`src/rtl/assert_macros.svh`:
```
// Assertion macros shared by the Sobel edge magnitude RTL.
// No dependencies; define ASSERT_OFF to compile the checks away.
`ifndef ASSERT_MACROS_SVH
`define ASSERT_MACROS_SVH
`ifndef ASSERT_OFF
// Plain property, sampled on the rising edge, disabled while reset is low.
`define SEM_ASSERT(lbl, clk, rst_n, prop) \
    lbl: assert property (@(posedge clk) disable iff (!rst_n) prop) \
        else $error("property violated");
// Same-cycle implication.
`define SEM_ASSERT_IMP(lbl, clk, rst_n, ante, cons) \
    lbl: assert property (@(posedge clk) disable iff (!rst_n) (ante) |-> (cons)) \
        else $error("implication violated");
`else
`define SEM_ASSERT(lbl, clk, rst_n, prop)
`define SEM_ASSERT_IMP(lbl, clk, rst_n, ante, cons)
`endif
`endif

```
`src/rtl/sem_pkg.sv`:
```
// Package for the Sobel edge magnitude block: payload structs, stage types, constants.
// No dependencies; used by the top level, sem_win_col and sem_sqrt_cell.
package sem_pkg;

    localparam int PIX_W      = 8;
    localparam int FW_W       = 11;
    localparam int FH_W       = 12;
    localparam int CFG_W      = 12;
    localparam int IN_ROW_W   = 13;
    localparam int GRAD_W     = 11;
    localparam int SQ_IN_W    = 16;
    localparam int SQ_REM_W   = 9;
    localparam int MAG_W      = 8;
    localparam int SQRT_STEPS = 8;

    localparam logic       OP_PIXEL = 1'b0;
    localparam logic       OP_DRAIN = 1'b1;

    localparam logic       CFG_FRAME_WIDTH  = 1'b0;
    localparam logic       CFG_FRAME_HEIGHT = 1'b1;

    localparam logic [FW_W-1:0]  FW_RESET = 11'd640;
    localparam logic [FH_W-1:0]  FH_RESET = 12'd480;
    localparam logic [MAG_W-1:0] MAG_MAX  = 8'd255;

    typedef struct packed {
        logic             op;
        logic [PIX_W-1:0] pixel;
    } t_pix_in;

    typedef struct packed {
        logic [MAG_W-1:0] magnitude;
        logic             frame_end;
    } t_mag_out;

    // One column of the 3x3 window: top is two lines up, bot is the newest line.
    typedef struct packed {
        logic [PIX_W-1:0] top;
        logic [PIX_W-1:0] mid;
        logic [PIX_W-1:0] bot;
    } t_wcol;

    // State carried from one square-root cell to the next.
    typedef struct packed {
        logic                valid;
        logic                last;
        logic                sat;
        logic [SQ_IN_W-1:0]  s;
        logic [SQ_REM_W-1:0] rem;
        logic [MAG_W-1:0]    root;
    } t_sqrt_stage;

endpackage

```
`src/rtl/sem_win_col.sv`:
```
// One column cell of the 3x3 Sobel window; loads its neighbor's column on a shift.
// Depends on sem_pkg for the column type.
module sem_win_col (
    input  logic          i_clk,
    input  logic          i_rst_n,
    input  logic          i_shift,
    input  sem_pkg::t_wcol i_col,
    output sem_pkg::t_wcol o_col
);
    import sem_pkg::*;

    t_wcol r_col;

    always_ff @(posedge i_clk) begin
        if (!i_rst_n) begin
            r_col <= '0;
        end else if (i_shift) begin
            r_col <= i_col;
        end
    end

    assign o_col = r_col;

endmodule

```
`config.mk`:
```
export PLATFORM = sky130hd
export DESIGN_NAME = sem_win_col
export DESIGN_NICKNAME = d
export VERILOG_FILES = /design/src/rtl/assert_macros.svh /design/src/rtl/sem_pkg.sv /design/src/rtl/sem_win_col.sv
export SDC_FILE = /design/constraint.sdc
export NUM_CORES = 1
export LEC_CHECK = 0
export BUFFER_PORTS_ARGS = -buffer_cell sky130_fd_sc_hd__buf_2
export CORE_MARGIN = 5
export CORE_UTILIZATION = 40
export DETAILED_ROUTE_END_ITERATION = 8
export PLACE_DENSITY = 0.81
export SETUP_SLACK_MARGIN = 0.05
export SYNTH_ARGS = -nofsm -noshare
export SYNTH_HDL_FRONTEND = slang
export SYNTH_SLANG_ARGS = --single-unit
```
`constraint.sdc`:
```
create_clock -name i_clk -period 2.4 [get_ports i_clk]
set_clock_uncertainty 0.05 [all_clocks]
set_input_delay 0.48 -clock i_clk [delete_from_list [all_inputs] [get_ports i_clk]]
set_output_delay 0.48 -clock i_clk [all_outputs]
set_load 0.005 [all_outputs]
```
==> flow_summary.json <==
{
  "status": "finished, final reports clean",
  "post-route-period-util": 0.539,
  "slowest_stage": "dfxtp_1",
  "regToRegSetupSlack_ps": 1730,
  "clock_sinks": 24,
  "final_nets": 154,
  "hpwl_um": 1400,
  "path_class": "flop to primary output",
  "synth_fa_ha_area_frac": 0,
  "largest_reg_flops": 24,
  "max_freq_ghz": 0.773,
  "r2r_cells": 2,
  "synth_compound_area_frac": 0,
  "synth_cell_types": 6,
  "utilization": 0.533,
  "viasPerCell": 4.39,
  "core_area_um2": 2210,
  "ys_seq_area_frac": 0.517,
  "synth_cells": 77,
  "finalSetupTns_ps": 0,
  "setup_viol": 0,
  "grt_pass1_vias": 674,
  "dr.pass1.iters": 2,
  "antenna_cells": 0,
  "r2r_start": "o_col[20]$_SDFFE_PN0P_",
  "grt_overflow": 0,
  "hold_start": "i_col[5]",
  "drc": 0,
  "crit_path_start": "o_col[6]$_SDFFE_PN0P_",
  "syn_area_um2": 930,
  "area_delta_synth_final_pct": 26.8,
  "dpl.cell_count": 150,
  "cts_buffer_depth": 2,
  "p_leak_uw": 0.000619,
  "cap_violations": 0,
  "clkTransAtPathRegs_ps": 120,
  "critical_path_depth": 1,
  "drt_iter0_markers": 1,
  "slew_viol_final": 0,
  "critPathMaxFanout": 2,
  "die_h_um": 58.2,
  "fin_cells": 153,
  "drive_above_1_share": 0.424,
  "numCtsBuffers": 3,
  "hold_buffers": 0,
  "avgRoutedWirePerCell_um": 11.8,
  "io_buffers": 50,
  "num_vias": 671,
  "endpoint": "o_col[6]",
  "initial_core_util": 0.420,
  "dp_slack_ps": 857,
  "die_w_um": 58.2,
  "synthMuxAreaShare": 0.258,
  "synth_nets": 104,
  "r2r-end": "o_col[20]$_SDFFE_PN0P_",
  "synth-seq-cells": 24,
  "synthSimpleGateAreaFrac": 0.162,
  "grtUsageTotal": 0.110,
  "clk_latency_ps": 290,
  "grt_max_degree": 25,
  "antenna_found_initial": 0,
  "fin_ws_ps": 1110,
  "synth_xor_area_frac": 0,
  "io_pins": 51,
  "routed_wl_um": 1810,
  "worst_pin_slew_ps": 694,
  "worstPathArrival_ps": 760,
  "ir_worst_vdd_mv": 0.307,
  "multiInputGateArea_um2": 390,
  "grt_first_pass_wirelength_um": 2880,
  "gp_congestion": 0.623,
  "cp-start-kind": "flop",
  "cts_setup_buffers": 0,
  "path_delay_family": "flip-flops",
  "num_rows": 17,
  "cts-root-buf": "clkbuf_4",
  "postSynthAreaPerCell_um2": 12.1,
  "totalPowerFinal_uw": 696,
  "htreeDepth": 1,
  "drtAntennaViolNets": 0,
  "hold_viol_final": 0,
  "yosys_warnings": 0,
  "fin_crit_ps": 1290,
  "cts_tree": "built",
  "seqCellArea_um2": 480,
  "endpoint_kind": "primary output",
  "rsz0062_at_grt": "no",
  "path_cells": "buf_2",
  "hp-class": "input port to flop",
  "cpPeakStageDelay_ps": 350,
  "fillCellCount": 227,
  "die_area_um2": 3390,
  "slew_headroom": 0.537,
  "power_density_nw_per_um2": 591,
  "synth_top_family_by_area": "multiplexers",
  "cp_num_buf_inv": 1,
  "cp.required_ps": 1870,
  "cts_resized": 0
}
-- final cells by class --
class,instances,area share
flip-flops and latches,24,0.408
clock buffers,3,0.0191
repair buffers,50,0.212
well taps,28,0.0297
multi-input cells,48,0.331
-- through the flow --
stage / instance area [um^2] / hold slack [ps]
final: 1180 / 390
after global routing: 1180 / 384
after CTS: 1180 / 383
after detailed placement: 1160 / 454
after global placement: 1160 / 440
after floorplan: 930 / 457
-- worst min-delay path, cell delays in order --
cell and delay (ps):
buf_2 70, mux2i_1 60, nor2b_1 100
-- power breakdown --
group          total [uW]  switching [uW]  internal (uW)
Combinational         102            43.1           59.1
Clock                 161             103           58.4
Sequential            433            10.8            422
Total                 696             157            540
-- cells by family (layout without fill, tap and decap cells) --
kind of cell	count (synthesis)	after routing
AND/OR/NAND/NOR	24	24
buffers and inverters	5	53
flip-flops	24	24
multiplexers	24	24
-- synthesized netlist by cell type (all sizes together) --
| library cell | n | area share |
|---|---|---|
| buf | 3 | 0.055 |
| dfxtp | 24 | 0.52 |
| mux2i | 24 | 0.26 |
| nor2b | 24 | 0.16 |
| clkbuf | 2 | 0.0081 |
-- metal layers --
layer / wire [um] / global-route usage / vias to the layer above
met5: 0 / 0 / -
met4: 13 / 0.0497 / 0
met3: 133 / 0.0223 / 2
met2: 956 / 0.205 / 21
met1: 708 / 0.117 / 301
li1: - / - / 347
-- layout by cell type, fill, tap and decap left out, drive strengths merged --
cell type and count:
nor2b 24, buf 50, dfxtp 24, mux2i 24
clkbuf 3
-- how the worst min path moves through the flow --
stage,slack (ps),endpoint,cells after the start
floorplan,460,o_col[15]$_SDFFE_PN0P_,2
global placement,440,o_col[13]$_SDFFE_PN0P_,2
detailed placement,450,o_col[12]$_SDFFE_PN0P_,2
CTS,380,o_col[5]$_SDFFE_PN0P_,3
global route,380,o_col[15]$_SDFFE_PN0P_,3
finish,390,o_col[5]$_SDFFE_PN0P_,3
(Power assumes the default switching activity.)
