File: src/rtl/assert_macros.svh
// Assertion macros shared by the Sobel edge magnitude RTL.
// No dependencies; define ASSERT_OFF to compile the checks away.
`ifndef ASSERT_MACROS_SVH
`define ASSERT_MACROS_SVH
`ifndef ASSERT_OFF
// Plain property, sampled on the rising edge, disabled while reset is low.
`define SEM_ASSERT(lbl, clk, rst_n, prop) \
    lbl: assert property (@(posedge clk) disable iff (!rst_n) prop) \
        else $error("property violated");
// Same-cycle implication.
`define SEM_ASSERT_IMP(lbl, clk, rst_n, ante, cons) \
    lbl: assert property (@(posedge clk) disable iff (!rst_n) (ante) |-> (cons)) \
        else $error("implication violated");
`else
`define SEM_ASSERT(lbl, clk, rst_n, prop)
`define SEM_ASSERT_IMP(lbl, clk, rst_n, ante, cons)
`endif
`endif

File: src/rtl/sem_pkg.sv
// Package for the Sobel edge magnitude block: payload structs, stage types, constants.
// No dependencies; used by the top level, sem_win_col and sem_sqrt_cell.
package sem_pkg;

    localparam int PIX_W      = 8;
    localparam int FW_W       = 11;
    localparam int FH_W       = 12;
    localparam int CFG_W      = 12;
    localparam int IN_ROW_W   = 13;
    localparam int GRAD_W     = 11;
    localparam int SQ_IN_W    = 16;
    localparam int SQ_REM_W   = 9;
    localparam int MAG_W      = 8;
    localparam int SQRT_STEPS = 8;

    localparam logic       OP_PIXEL = 1'b0;
    localparam logic       OP_DRAIN = 1'b1;

    localparam logic       CFG_FRAME_WIDTH  = 1'b0;
    localparam logic       CFG_FRAME_HEIGHT = 1'b1;

    localparam logic [FW_W-1:0]  FW_RESET = 11'd640;
    localparam logic [FH_W-1:0]  FH_RESET = 12'd480;
    localparam logic [MAG_W-1:0] MAG_MAX  = 8'd255;

    typedef struct packed {
        logic             op;
        logic [PIX_W-1:0] pixel;
    } t_pix_in;

    typedef struct packed {
        logic [MAG_W-1:0] magnitude;
        logic             frame_end;
    } t_mag_out;

    // One column of the 3x3 window: top is two lines up, bot is the newest line.
    typedef struct packed {
        logic [PIX_W-1:0] top;
        logic [PIX_W-1:0] mid;
        logic [PIX_W-1:0] bot;
    } t_wcol;

    // State carried from one square-root cell to the next.
    typedef struct packed {
        logic                valid;
        logic                last;
        logic                sat;
        logic [SQ_IN_W-1:0]  s;
        logic [SQ_REM_W-1:0] rem;
        logic [MAG_W-1:0]    root;
    } t_sqrt_stage;

endpackage

File: src/rtl/sem_sqrt_cell.sv
// One cell of the pipelined integer square root: settles one result bit per cell.
// Depends on sem_pkg for the stage type.
module sem_sqrt_cell (
    input  logic                i_clk,
    input  logic                i_rst_n,
    input  logic                i_adv,
    input  sem_pkg::t_sqrt_stage i_stage,
    output sem_pkg::t_sqrt_stage o_stage
);
    import sem_pkg::*;

    t_sqrt_stage             r_stage;
    t_sqrt_stage             n_stage;
    logic [SQ_REM_W+1:0]     rem_sh;
    logic [SQ_REM_W+1:0]     trial;
    logic                    take;

    // Restoring step: bring down two radicand bits, try root*4+1.
    always_comb begin
        rem_sh = {i_stage.rem, i_stage.s[SQ_IN_W-1 -: 2]};
        trial  = {1'b0, i_stage.root, 2'b01};
        take   = (rem_sh >= trial);

        n_stage       = i_stage;
        n_stage.s     = {i_stage.s[SQ_IN_W-3:0], 2'b00};
        n_stage.rem   = take ? SQ_REM_W'(rem_sh - trial) : SQ_REM_W'(rem_sh);
        n_stage.root  = {i_stage.root[MAG_W-2:0], take};
    end

    always_ff @(posedge i_clk) begin
        if (!i_rst_n) begin
            r_stage.valid <= 1'b0;
        end else if (i_adv) begin
            r_stage.valid <= n_stage.valid;
        end
    end

    always_ff @(posedge i_clk) begin
        if (i_adv) begin
            r_stage.last <= n_stage.last;
            r_stage.sat  <= n_stage.sat;
            r_stage.s    <= n_stage.s;
            r_stage.rem  <= n_stage.rem;
            r_stage.root <= n_stage.root;
        end
    end

    assign o_stage = r_stage;

endmodule
File: config.mk
export PLATFORM = sky130hd
export DESIGN_NAME = sem_sqrt_cell
export DESIGN_NICKNAME = d
export VERILOG_FILES = /design/src/rtl/assert_macros.svh /design/src/rtl/sem_pkg.sv /design/src/rtl/sem_sqrt_cell.sv
export SDC_FILE = /design/constraint.sdc
export NUM_CORES = 1
export LEC_CHECK = 0
export BUFFER_PORTS_ARGS = -buffer_cell sky130_fd_sc_hd__buf_2
export CORE_MARGIN = 4
export CORE_UTILIZATION = 45
export DETAILED_ROUTE_END_ITERATION = 10
export GPL_TIMING_DRIVEN = 1
export PLACE_DENSITY = 0.78
export SLEW_MARGIN = 40
export SYNTH_ARGS = -nofsm -noshare
export SYNTH_HDL_FRONTEND = slang
export SYNTH_SLANG_ARGS = --single-unit
File: constraint.sdc
create_clock -name i_clk -period 3.3 [get_ports i_clk]
set_clock_uncertainty 0.2 [all_clocks]
set_input_delay 0.66 -clock i_clk [delete_from_list [all_inputs] [get_ports i_clk]]
set_output_delay 0.66 -clock i_clk [all_outputs]
set_load 0.005 [all_outputs]
==> run metrics, run 1 <==
Layout area overhead 29.2%; drt via density 4.79; Finished Layout Cells 237; Yosys reg bits 34; WP buf/inv 2; TritonCTS Buffers 5; Cell Pwr Density 464 nW/µm²; Post-DP Area 2000 µm²; Nets 239; Worst-Skew Late Latency 330 ps; pin count of the biggest net entering global routing 35; register area share after synthesis 63.2%; Primary FF master, synth edfxtp_1; fin util 61.0%; pre-CTS setup slack 197 ps; Fmax 366 MHz; Placeable Area 3390 µm²; Hold WS 299 ps; max incr delay on CP 380 ps; Final min period 2730 ps; first-pass GRT wire length 4.64 mm; setup TNS 0 ps; critical path fanouts, max 9; cts hold-fix bufs 0; Slew Viols, Final 0; Multi-input gate area 529 µm²; Final setup viols 0; Clock Sinks 34; outcome finished clean; met1 WL 1.24 mm; number of synthesized flops with an enable pin 33; Final Power 959 µW; Synth async-reset ratio 0%; GRT Total Usage 14.0%; placed instance count 229; Post-Syn Area 1600 µm²; clock tree buffer depth 2; CP Launch Type input pin; half-perimeter wire length after placement 2.43 mm; Critical Path End Type register; Post-DRT Antenna Nets 0; Syn Area/Cell 14.2 µm²; CTS tree done; I/O pins 75; Root Buffer clkbuf_4; endpoints failing hold 0; Clock transition at path regs 100 ps; Yosys top cell area share 61.9%; met3 wire len 399 µm; die area 4570 µm²; Top Metal Used met4; initial antenna violation count 0; Avg WL per Cell 13.1 µm; drt drc 0; top post-synthesis cells by area edfxtp_1 62%, ha_1 7.8%, mux2_2 4.2%; die height 67.6 µm; register area 1010 µm²; critical path, cell by cell buf_2 -> inv_1 -> ha_1 -> a21o_1 -> a211o_1 -> a31o_1 -> a31oi_4 -> mux2_2; number of global-route vias before repair 1035; HP Class in2reg; Fillers 297; Vias 1136; H-tree depth 2; WL final 3.09 mm; CP Data Required Time 3190 ps; Initial Utilization 47.2%; total grt overflow 0; LEAKAGE 0.957 nW; chip width 67.6 µm; routability cong. 0.747; Post-Layout Inst Area 2070 µm²; Distinct cells, synth 32; port bufs 72; Gate Count Post-Synth 113; Synth top cells by count 33 x edfxtp_1, 12 x inv_1, 10 x ha_1, 6 x mux2_2; Worst path top cell family by delay compound AO/OA/AOI/OAI gates; RSZ-0062 raised after global routing false; Resized cells post-CTS 0; kind of critical path in2reg; slew margin rel. 51.5%; num rows 21; max FFs per register 34; slowest stage cell, crit path mux2_2; final worst-path cycle share 82.8%; biggest area consumer among synthesized cells edfxtp_1; most frequent cell after synthesis edfxtp_1; Post-CTS Setup Bufs 0; Yosys Warn Count 0; TritonRoute pass-1 iters 4; WL met2 1.38 mm; drt initial violations 79; PnR worst setup slack 566 ps; share of layout cells above drive strength 1 47.1%; Max IR drop VDD 0.221 mV; CP Data Arrival Time 2630 ps; number of diodes 0; Max-Cap Viols 0; Worst Max-Slew Pin Slew 727 ps
[routing by layer]
layer,GRT usage (%),vias up
met3,5.99,8
met5,0,-
met4,6.58,0
li1,-,567
met1,16.4,499
met2,22.1,62
[power by group]
group	switching, mW	internal [mW]	total [mW]
Combinational	0.0901	0.0943	0.184
Clock	0.139	0.102	0.242
Sequential	0.00940	0.523	0.533
Total	0.239	0.720	0.959
[final timing paths]
path                            startpoint                  endpoint  slack (ps)  cells after the start
hold reg to reg   o_stage[35]$_SDFFE_PN0P_  o_stage[35]$_SDFFE_PN0P_         330                      2
hold / removal                 i_stage[26]     o_stage[28]$_DFFE_PP_         300                      1
setup reg to reg  o_stage[35]$_SDFFE_PN0P_  o_stage[35]$_SDFFE_PN0P_        2500                      2
setup / recovery                i_stage[6]     o_stage[16]$_DFFE_PP_         570                      8
[worst reg2reg max path: cells and delay by family, from the launching register on]
family           cells  cell delay [ps]
flip-flops           1              330
multiplexers         1              120
AND/OR/NAND/NOR      1               60
[cell usage in the layout, fill, tap and decap left out, types with 3 or more instances in the layout]
cell type and count:
ha_1 10, a21oi_1 5, a21o_1 3, nand2_1 4, mux2i_1 3, edfxtp_1 33, clkbuf_4 5, buf_2 72
inv_1 12, xnor2_1 5, nor2_1 5, mux2_2 6
[cell families after synthesis]
group	after synthesis	synth area share, %
DFF	34	63.2
AOI/OAI and AO/OA	22	10.8
and+or+nand+nor	16	4.61
buffers and inverters	15	3.99
adders and majority gates	10	7.82
muxes	9	6.10
xor gates and xnor gates	6	3.28
other	1	0.234
[layout make-up]
| cell class | count | area share [%] |
|---|---|---|
| Sequential cell | 34 | 48.9 |
| Timing Repair Buffer | 72 | 17.4 |
| Clock buffer | 6 | 2.48 |
| Tap cell | 46 | 2.78 |
| Inverter | 12 | 2.18 |
| Multi-Input combinational cell | 65 | 25.6 |
| Clock inverter | 2 | 0.605 |
(Power assumes the default switching activity.)
==> inputs of run 2 (changes only) <==
ABC_AREA = 1   (was not set)
PLACE_DENSITY = 0.76   (was 0.78)
clock period = 2.8 ns   (was 3.3 ns; I/O delays follow)
==> run 2 against run 1 <==
First-iteration DRC count down 23%. Count of clock-buffer cells in the layout unchanged. Sequential cell count unchanged. Setup slack better by 230 ps. Global-route usage up 0.89 points. Critical path type unchanged. Largest power group unchanged.
==> run metrics, run 2 <==
Final setup viols 0 (unchanged); Post-DRT Antenna Nets 0 (unchanged); Placeable Area 3720 µm² (+9.6%); Synth top cells by count 33 x edfxtp_1, 30 x nand2_1, 26 x inv_1, 21 x nand2_2, 16 x nand3_1; Yosys top cell area share 56.1% (-5.8 points); Fmax 500 MHz; half-perimeter wire length after placement 2.86 mm (+18%); pin count of the biggest net entering global routing 36 (+2.9%); Critical Path End Type register; CP Launch Type input pin; Root Buffer clkbuf_8; Worst path top cell family by delay simple AND/OR/NAND/NOR gates; slew margin rel. 49.2% (-2.4 points); LEAKAGE 1.12 nW (+17%); slowest stage cell, crit path ha_1; Gate Count Post-Synth 163 (+44%); total grt overflow 0 (unchanged); CTS tree done; WP buf/inv 3 (+1); Final Power 1.22 mW (+27%); CP Data Arrival Time 1840 ps (-790 ps); port bufs 72 (unchanged); first-pass GRT wire length 5.81 mm (+25%); Post-CTS Setup Bufs 0 (unchanged); CP Depth 11 (+3); Post-DP Area 2170 µm² (+8.6%); share of layout cells above drive strength 1 44.2% (-2.9 points); Setup crit end o_stage[9]$_DFFE_PP_; Sw Share 26.4% (+1.5 points); die area 4990 µm² (+9.1%); Post-Syn Area 1770 µm² (+10%); register area share after synthesis 57.3% (-5.9 points); number of global-route vias before repair 1228 (+19%); Final min period 2000 ps; biggest area consumer among synthesized cells edfxtp_1; setup slack, reg-to-reg 1940 ps (-560 ps); Vias 1328 (+17%); num rows 22 (+4.8%); kind of critical path in2reg; most frequent cell after synthesis edfxtp_1; endpoints failing hold 0 (unchanged); R2R Path End o_stage[35]$_SDFFE_PN0P_; setup TNS 0 ps (unchanged); Worst Max-Slew Pin Slew 763 ps (+35.7 ps); drt initial violations 61 (-23%); Initial Utilization 47.5% (+0.30 points); initial antenna violation count 0 (unchanged); I/O pins 75 (unchanged); commonest non-fill, non-tap cell in the layout buf_2; top post-synthesis cells by area edfxtp_1 56%, nand2_2 7.4%, ha_1 7.1%; reg-to-reg startpoint o_stage[35]$_SDFFE_PN0P_; clock share of power 27.8% (+2.6 points); Layout area overhead 27.8%; CP Data Required Time 2640 ps (-550 ps); number of diodes 0 (unchanged); GRT Total Usage 14.9% (+0.89 points); TritonCTS Buffers 5 (unchanged); cts hold-fix bufs 0 (unchanged); Avg WL per Cell 12.5 µm (-4.2%); HP Class in2reg; Max IR drop VDD 0.244 mV (+10%); Nets 290 (+21%); critical path fanouts, max 10 (+1); H-tree depth 2 (unchanged); drt via density 4.58 (-4.5%); Primary FF master, synth edfxtp_1; total internal power 896 µW (+25%); final worst-path cycle share 71.4%; outcome finished clean; Resized cells post-CTS 0 (unchanged); Slew Viols, Final 0 (unchanged); Cell Pwr Density 540 nW/µm² (+16%); Clock transition at path regs 60 ps (-40 ps); Post-Layout Inst Area 2260 µm² (+9.1%); P_sw 322 µW (+35%); Yosys reg bits 34 (unchanged); WL final 3.63 mm (+17%); depth of the most critical reg-to-reg path 2 (unchanged); Combinational Power Share 20.6% (+1.4 points); TritonRoute pass-1 iters 4 (unchanged); fin util 60.7% (-0.27 points); Synth async-reset ratio 0% (unchanged); max FFs per register 34 (unchanged); routability cong. 0.812 (+8.7%); crit path launch i_stage[3]; Yosys Warn Count 0 (unchanged); max incr delay on CP 350 ps (-30 ps); Clock Sinks 34 (unchanged); critical path, cell by cell buf_2 -> inv_1 -> ha_1 -> nand2_1 -> inv_1 -> a21oi_4 -> nand2_4 -> nand2_8 -> nand2_8 -> nand2_2 -> nand2_2; most frequent cells in the layout 72 x buf_2, 33 x edfxtp_1, 30 x nand2_1; number of synthesized flops with an enable pin 33 (unchanged); drt drc 0 (unchanged); Syn Area/Cell 10.8 µm² (-24%); Max-Cap Viols 0 (unchanged); Seq pwr share 51.6% (-4.0 points); chip width 70.6 µm (+4.4%); Distinct cells, synth 22 (-31%); hold path cells 1 (unchanged); die height 70.6 µm (+4.4%); RSZ-0062 raised after global routing false; Worst-Skew Late Latency 280 ps (-50 ps); clock tree buffer depth 2 (unchanged)
## run 2: cell types whose count changed after synthesis, moves of 6 or more
cell	previous run	this run
mux2_2	6	0
nand2_1	4	30
nand2_2	0	21
nand3_1	1	16
inv_1	12	26
## run 2: power by group through the flow
| stage | clock, mW | combinational [mW] | sequential [mW] |
|---|---|---|---|
| detailed placement | 0 | 0.255 | 0.639 |
| finish | 0.338 | 0.251 | 0.629 |
| CTS | 0.348 | 0.256 | 0.629 |
| global placement | 0 | 0.249 | 0.638 |
| global route | 0.373 | 0.284 | 0.634 |
| floorplan | 0 | 0.140 | 0.647 |
## run 2: cell type report
cell class              count  area, µm²
well taps                  48       60.1
fillers                   324       1460
inverters                  27        104
multi-input cells         101        639
flip-flops and latches     34       1010
repair buffers             72        360
clock inverters             2       8.76
clock buffers               6       72.6
## run 2: how the worst min path moves through the flow
| stage | startpoint | endpoint | slack (ps) |
|---|---|---|---|
| 6_report | i_stage[34] | o_stage[34]$_DFFE_PP_ | 250 |
| 3_5_place_dp | o_stage[35]$_SDFFE_PN0P_ | o_stage[35]$_SDFFE_PN0P_ | 330 |
| 4_1_cts | i_stage[26] | o_stage[28]$_DFFE_PP_ | 240 |
| 3_3_place_gp | o_stage[35]$_SDFFE_PN0P_ | o_stage[35]$_SDFFE_PN0P_ | 320 |
| 2_1_floorplan | o_stage[35]$_SDFFE_PN0P_ | o_stage[35]$_SDFFE_PN0P_ | 320 |
| 5_1_grt | i_stage[22] | o_stage[24]$_DFFE_PP_ | 240 |
## run 2: per-layer routing
metal	vias to the layer above	GRT usage (%)	wire [µm]
li1	685	-	-
met1	578	19.9	1630
met2	60	23.1	1600
met3	5	4.83	350
met4	0	5.01	48
met5	-	0	0
## run 2: kinds of logic after synthesis
logic type / Yosys count / synth area share (%)
AND/OR/NAND/NOR: 81 / 25.2
flip-flops: 34 / 57.3
buffers and inverters: 29 / 6.73
adder cells (fa/ha/maj): 10 / 7.09
AO/OA/AOI/OAI: 5 / 2.06
XOR/XNOR: 3 / 1.49
other: 1 / 0.212
## run 2: per-stage QoR
stage | worst slack (ps) | hold slack, ps | instances
final | 800 | 254 | 290
after global routing | 716 | 241 | 290
after CTS | 799 | 243 | 290
after detailed placement | 496 | 328 | 282
after global placement | 539 | 325 | 282
after floorplan | 740 | 325 | 164
